$ cat config.mk
export PLATFORM = sky130hd
export DESIGN_NAME = slsr_out
export DESIGN_NICKNAME = d
export VERILOG_FILES = /design/src/rtl/core/slsr_pkg.sv /design/src/rtl/core/slsr_out.sv
export SDC_FILE = /design/constraint.sdc
export NUM_CORES = 1
export LEC_CHECK = 0
export ABC_AREA = 1
export BUFFER_PORTS_ARGS = -buffer_cell sky130_fd_sc_hd__buf_2
export CAP_MARGIN = 5
export CORE_UTILIZATION = 40
export CTS_BUF_LIST = sky130_fd_sc_hd__clkbuf_4
export CTS_CLUSTER_DIAMETER = 120
export DETAILED_ROUTE_END_ITERATION = 12
export PLACE_DENSITY = 0.86
export SYNTH_ARGS = -nofsm -noshare
export SYNTH_HDL_FRONTEND = slang
export SYNTH_SLANG_ARGS = --single-unit
$ cat constraint.sdc
create_clock -name clk -period 2.05 [get_ports clk]
set_clock_uncertainty 0.15 [all_clocks]
set_input_delay 0.3075 -clock clk [delete_from_list [all_inputs] [get_ports clk]]
set_output_delay 0.3075 -clock clk [all_outputs]
set_load 0.03 [all_outputs]
$ cat src/rtl/core/slsr_pkg.sv
package slsr_pkg;

	// Row and column indices are six bits wide; the row slot space is 64.
	localparam int ROW_W = 6;
	localparam int SLOTS = 64;

	// Request actions.
	localparam logic [1:0] ACT_ADD = 2'd0;
	localparam logic [1:0] ACT_END = 2'd1;
	localparam logic [1:0] ACT_NEW = 2'd2;

	// Result status codes.
	localparam logic [1:0] STAT_OK    = 2'd0;
	localparam logic [1:0] STAT_RANGE = 2'd1;
	localparam logic [1:0] STAT_EXTRA = 2'd2;

	// Factor selectors.
	localparam logic FACT_U = 1'b0;
	localparam logic FACT_L = 1'b1;

	typedef struct packed {
		logic             factor;
		logic [ROW_W-1:0] column;
		logic [ROW_W-1:0] row;
		logic             last;
		logic [1:0]       status;
	} result_t;

endpackage

$ cat src/rtl/core/slsr_out.sv
module slsr_out import slsr_pkg::*; (
	input  logic             clk,
	input  logic             arst_n,
	input  logic             push,
	input  result_t          push_res,
	output logic             free,
	output logic             out_valid,
	input  logic             out_ready,
	output logic             factor,
	output logic [ROW_W-1:0] column,
	output logic [ROW_W-1:0] row,
	output logic             last,
	output logic [1:0]       status
);

	logic    valid_q;
	result_t res_q;

	// The slot can take a new result when empty or being drained this cycle.
	assign free = !valid_q || out_ready;

	always_ff @(posedge clk or negedge arst_n) begin
		if (!arst_n) begin
			valid_q <= 1'b0;
		end else if (free) begin
			valid_q <= push;
		end
	end

	// Result payload register.
	always_ff @(posedge clk) begin
		if (free && push)
			res_q <= push_res;
	end

	assign out_valid = valid_q;
	assign factor    = res_q.factor;
	assign column    = res_q.column;
	assign row       = res_q.row;
	assign last      = res_q.last;
	assign status    = res_q.status;

endmodule

==> flow_results.org <==
** Yosys
- For this run, the leading register cell type out of synthesis is edfxtp_1.
- The largest total area in the synthesized netlist belongs to edfxtp_1.
- The share of the Yosys chip area taken by registers is 96.2%.
- By instance count, the leading cell after synthesis is edfxtp_1.
- Async SR Flop Fraction :: around 5.9%
- Yosys printed 0 warnings.
- Number of enable flip-flop cells after synthesis :: 16
- Synth cell count leaders :: 16 x edfxtp_1, 2 x inv_1, 2 x nand2_1, 1 x a21oi_1, 1 x dfrtp_1
- Main area contributors after synthesis :: edfxtp_1 91%, dfrtp_1 4.8%, inv_1 1.4%, nand2_1 1.4%, a21oi_1 0.95%
- In this run the cell area of the synthesized design comes to 526 um2.
- Synthesis inferred 17 register bits.
- Synthesis produced a netlist with a net count of 42.
- The share of synthesized area in the top cell type comes to between 90% and 100%.
- Cell count after synthesis :: 22
- Post-synthesis area per instance :: between 20 and 25 um2
- Synth cell types :: 5

** Setup path
- Worst EP required :: between 1.5 and 2 ns
- The worst register-to-register path ends at column[5].
- STA classifies the critical path startpoint as a flop.
- End point of the critical path :: free
- R2R cell count :: 2
- STA classifies the critical path endpoint as an output port.
- Reg2Reg Setup Slack :: approximately 0.8 ns
- In this run the worst setup path begins at out_valid.
- Crit path max fanout :: 3
- The worst register-to-register path begins at out_valid.
- Arrival time at the worst endpoint :: about 0.95 ns
- Kind of critical path :: reg2out

** STA
- RSZ-0062 raised after global routing :: false
- Remaining max-slew budget at the tightest pin :: 86.2%
- For the final routed database, the setup TNS stands at 0 ns.
- Period utilization :: between 60% and 70%
- Slack of the critical path :: 0.643 ns
- The count of endpoints failing hold in the final timing report came to 0.
- At the pin with the least slew margin, the transition time is between 0.2 and 0.25 ns.
- Setup violations remaining at the end of the flow were counted as 0.
- Pins Over Slew Limit :: 0
- Counting I/O delays and the setup requirement, the final critical path takes between 1 and 1.5 ns.
- Max Fclk :: a little over 700 MHz

** CTS
- TritonCTS built the clock tree.
- Clk pin slew, worst setup/hold paths :: roughly 0.090 ns
- Root Buffer Master :: clkbuf_4
- In this run, post-CTS repair resized a total of 0 instances.
- Number of buffers created by CTS :: 3
- Postcts setup bufs :: 0
- At the later pin of the worst-skew pair, clock insertion delay measures around 0.27 ns.
- CTS built an H-tree with a depth of 1.
- Buffer levels on the longest clock path :: 2
- Total number of clock tree sinks :: 17

** Floorplanning
- The initialized floorplan defines 12 standard-cell rows.
- The die is between 30 and 40 um wide.
- Initial core utilization :: between 40% and 50%
- Die area :: around 0.0015 mm2
- I/O Pins :: 38
- Placeable core area :: 0.00116 mm2
- Die Height :: about 38 um

** Power
- Across the VDD grid, the largest voltage drop is between 0.5 and 0.6 mV.
- Logic pwr share :: 13.2%
- Power share of the sequential group :: between 60% and 70%
- Switching power of the nets :: 0.158 mW
- Summed over all cells, the static leakage comes to 0.353 nW.
- Part of the power in the clock network :: between 20% and 30%
- Pwr dens :: between 800 and 900 mW/mm2
- Switching part of the total :: about a quarter
- Cell internal pwr :: between 0.5 and 0.6 mW

** Place
- Worst setup slack before clock tree synthesis :: between 0.7 and 0.8 ns
- In this run the tool buffered the top-level ports with 37 buffer cells.
- DP Wirelength :: just under 700 um
- The congestion estimate from routability-driven global placement came to approximately 0.71.

** Final layout
- Registers take approximately 500 um2.
- Layout filler cell count :: 95
- Syn-to-layout area delta :: 47.6%
- In the final layout, the share of cells above drive strength 1 is between 60% and 70%.
- Number of inserted diodes :: 0
- The multi-input combinational cells in the finished layout cover a total of 12.5 um2.
- After the last flow step, the layout net total stands at 86.

** GRT
- Number of antenna violations at the first check in global routing :: 0
- After global routing the overflow that remains totals 0.
- Global router's overall resource usage :: 13.2%
- The via count of the first global-routing pass was 310.
- First-pass GRT wire length :: 1.26 mm
- Pin count of the biggest net entering global routing :: 17

** Route
- Post-DR wirelength/cell :: 11.1 um
- The detailed router placed about 330 vias in this run.
- First-pass detailed-route iteration total :: 2
- Post-route DRC :: 0
- Detail-routed via count per cell :: 4.16
- For this block, the initial DRC count from the detailed router was 3.
- Summed over all layers, the routed wires come to 874 um.
- DRT antenna net count :: 0

** Worst hold path
- The worst hold path belongs to the class in2reg.

** Outcome
- The run finished with clean final reports.

** Job
- Max-cap viol count :: 0
## critical path, cell delays in order (launching register included)
cell and delay (ns):
dfrtp_1 0.40, nand2_1 0.08, buf_2 0.19
## kinds of logic after synthesis
logic type             count (synthesis)  share of synthesized area, %
flip-flops                            17                          96.2
AND/OR/NAND/NOR                        2                          1.43
buffers and inverters                  2                          1.43
AO/OA/AOI/OAI                          1                         0.951
## flip-flops by register name, summed over array words and instances (netlist names)
register,flops
column,6
factor,1
row,6
status,2
out_valid,1
last,1
## final cells by class
type | count | area share [%]
clock buffers | 4 | 3.87
inverters | 2 | 0.968
multi-input cells | 3 | 1.61
flip-flops and latches | 17 | 65.2
well taps | 14 | 2.26
repair buffers | 39 | 26.1
## cells in the final DEF (no fill, tap or decap), drive strengths merged
| master | count |
|---|---|
| buf | 38 |
| edfxtp | 16 |
| clkbuf | 4 |
| inv | 2 |
| nand2 | 2 |
| a21oi | 1 |
| dlygate4sd3 | 1 |
| dfrtp | 1 |
## metal layers
layer	vias up	track usage [%]	routed length, um
met5	-	0	0
met4	0	2.68	0
met3	0	5.23	77
met2	21	22.5	456
met1	141	15.7	340
li1	167	-	-
## per-stage QoR
step | area, um2 | utilization (%) | power (mW) | hold WS (ns) | instances
2_1_floorplan | 526 | - | 0.466 | -0.138 | 22
6_report | 776 | 67.1 | 0.678 | 0.0497 | 79
4_1_cts | 776 | 67.1 | 0.683 | 0.0450 | 79
5_1_grt | 776 | 67.1 | 0.702 | 0.0372 | 79
3_3_place_gp | 736 | 63.6 | 0.501 | -0.0668 | 74
3_5_place_dp | 736 | 63.6 | 0.504 | -0.0657 | 74
## power groups by stage
stage	logic (mW)	clock network [mW]	registers [mW]
after floorplan	0.0114	0	0.454
after global placement	0.0869	0	0.414
after detailed placement	0.0889	0	0.415
after CTS	0.0904	0.185	0.407
after global routing	0.0950	0.198	0.408
final	0.0897	0.182	0.407
## worst min-delay path by stage
stage | start | to | slack, ns | cells after the start
2_1_floorplan | arst_n | out_valid | -0.14 | 0
3_3_place_gp | arst_n | out_valid | -0.07 | 1
3_5_place_dp | arst_n | out_valid | -0.07 | 1
4_1_cts | push_res[11] | column[2] | 0.05 | 1
5_1_grt | push_res[11] | column[2] | 0.04 | 1
6_report | push_res[2] | last | 0.05 | 1
## what timing repair did
item                                   CTS  global route
hold buffers                             1             0
setup endpoints to repair                0             0
endpoints found under the hold margin    1             0
Note: power is estimated with default switching activity, not from simulation.
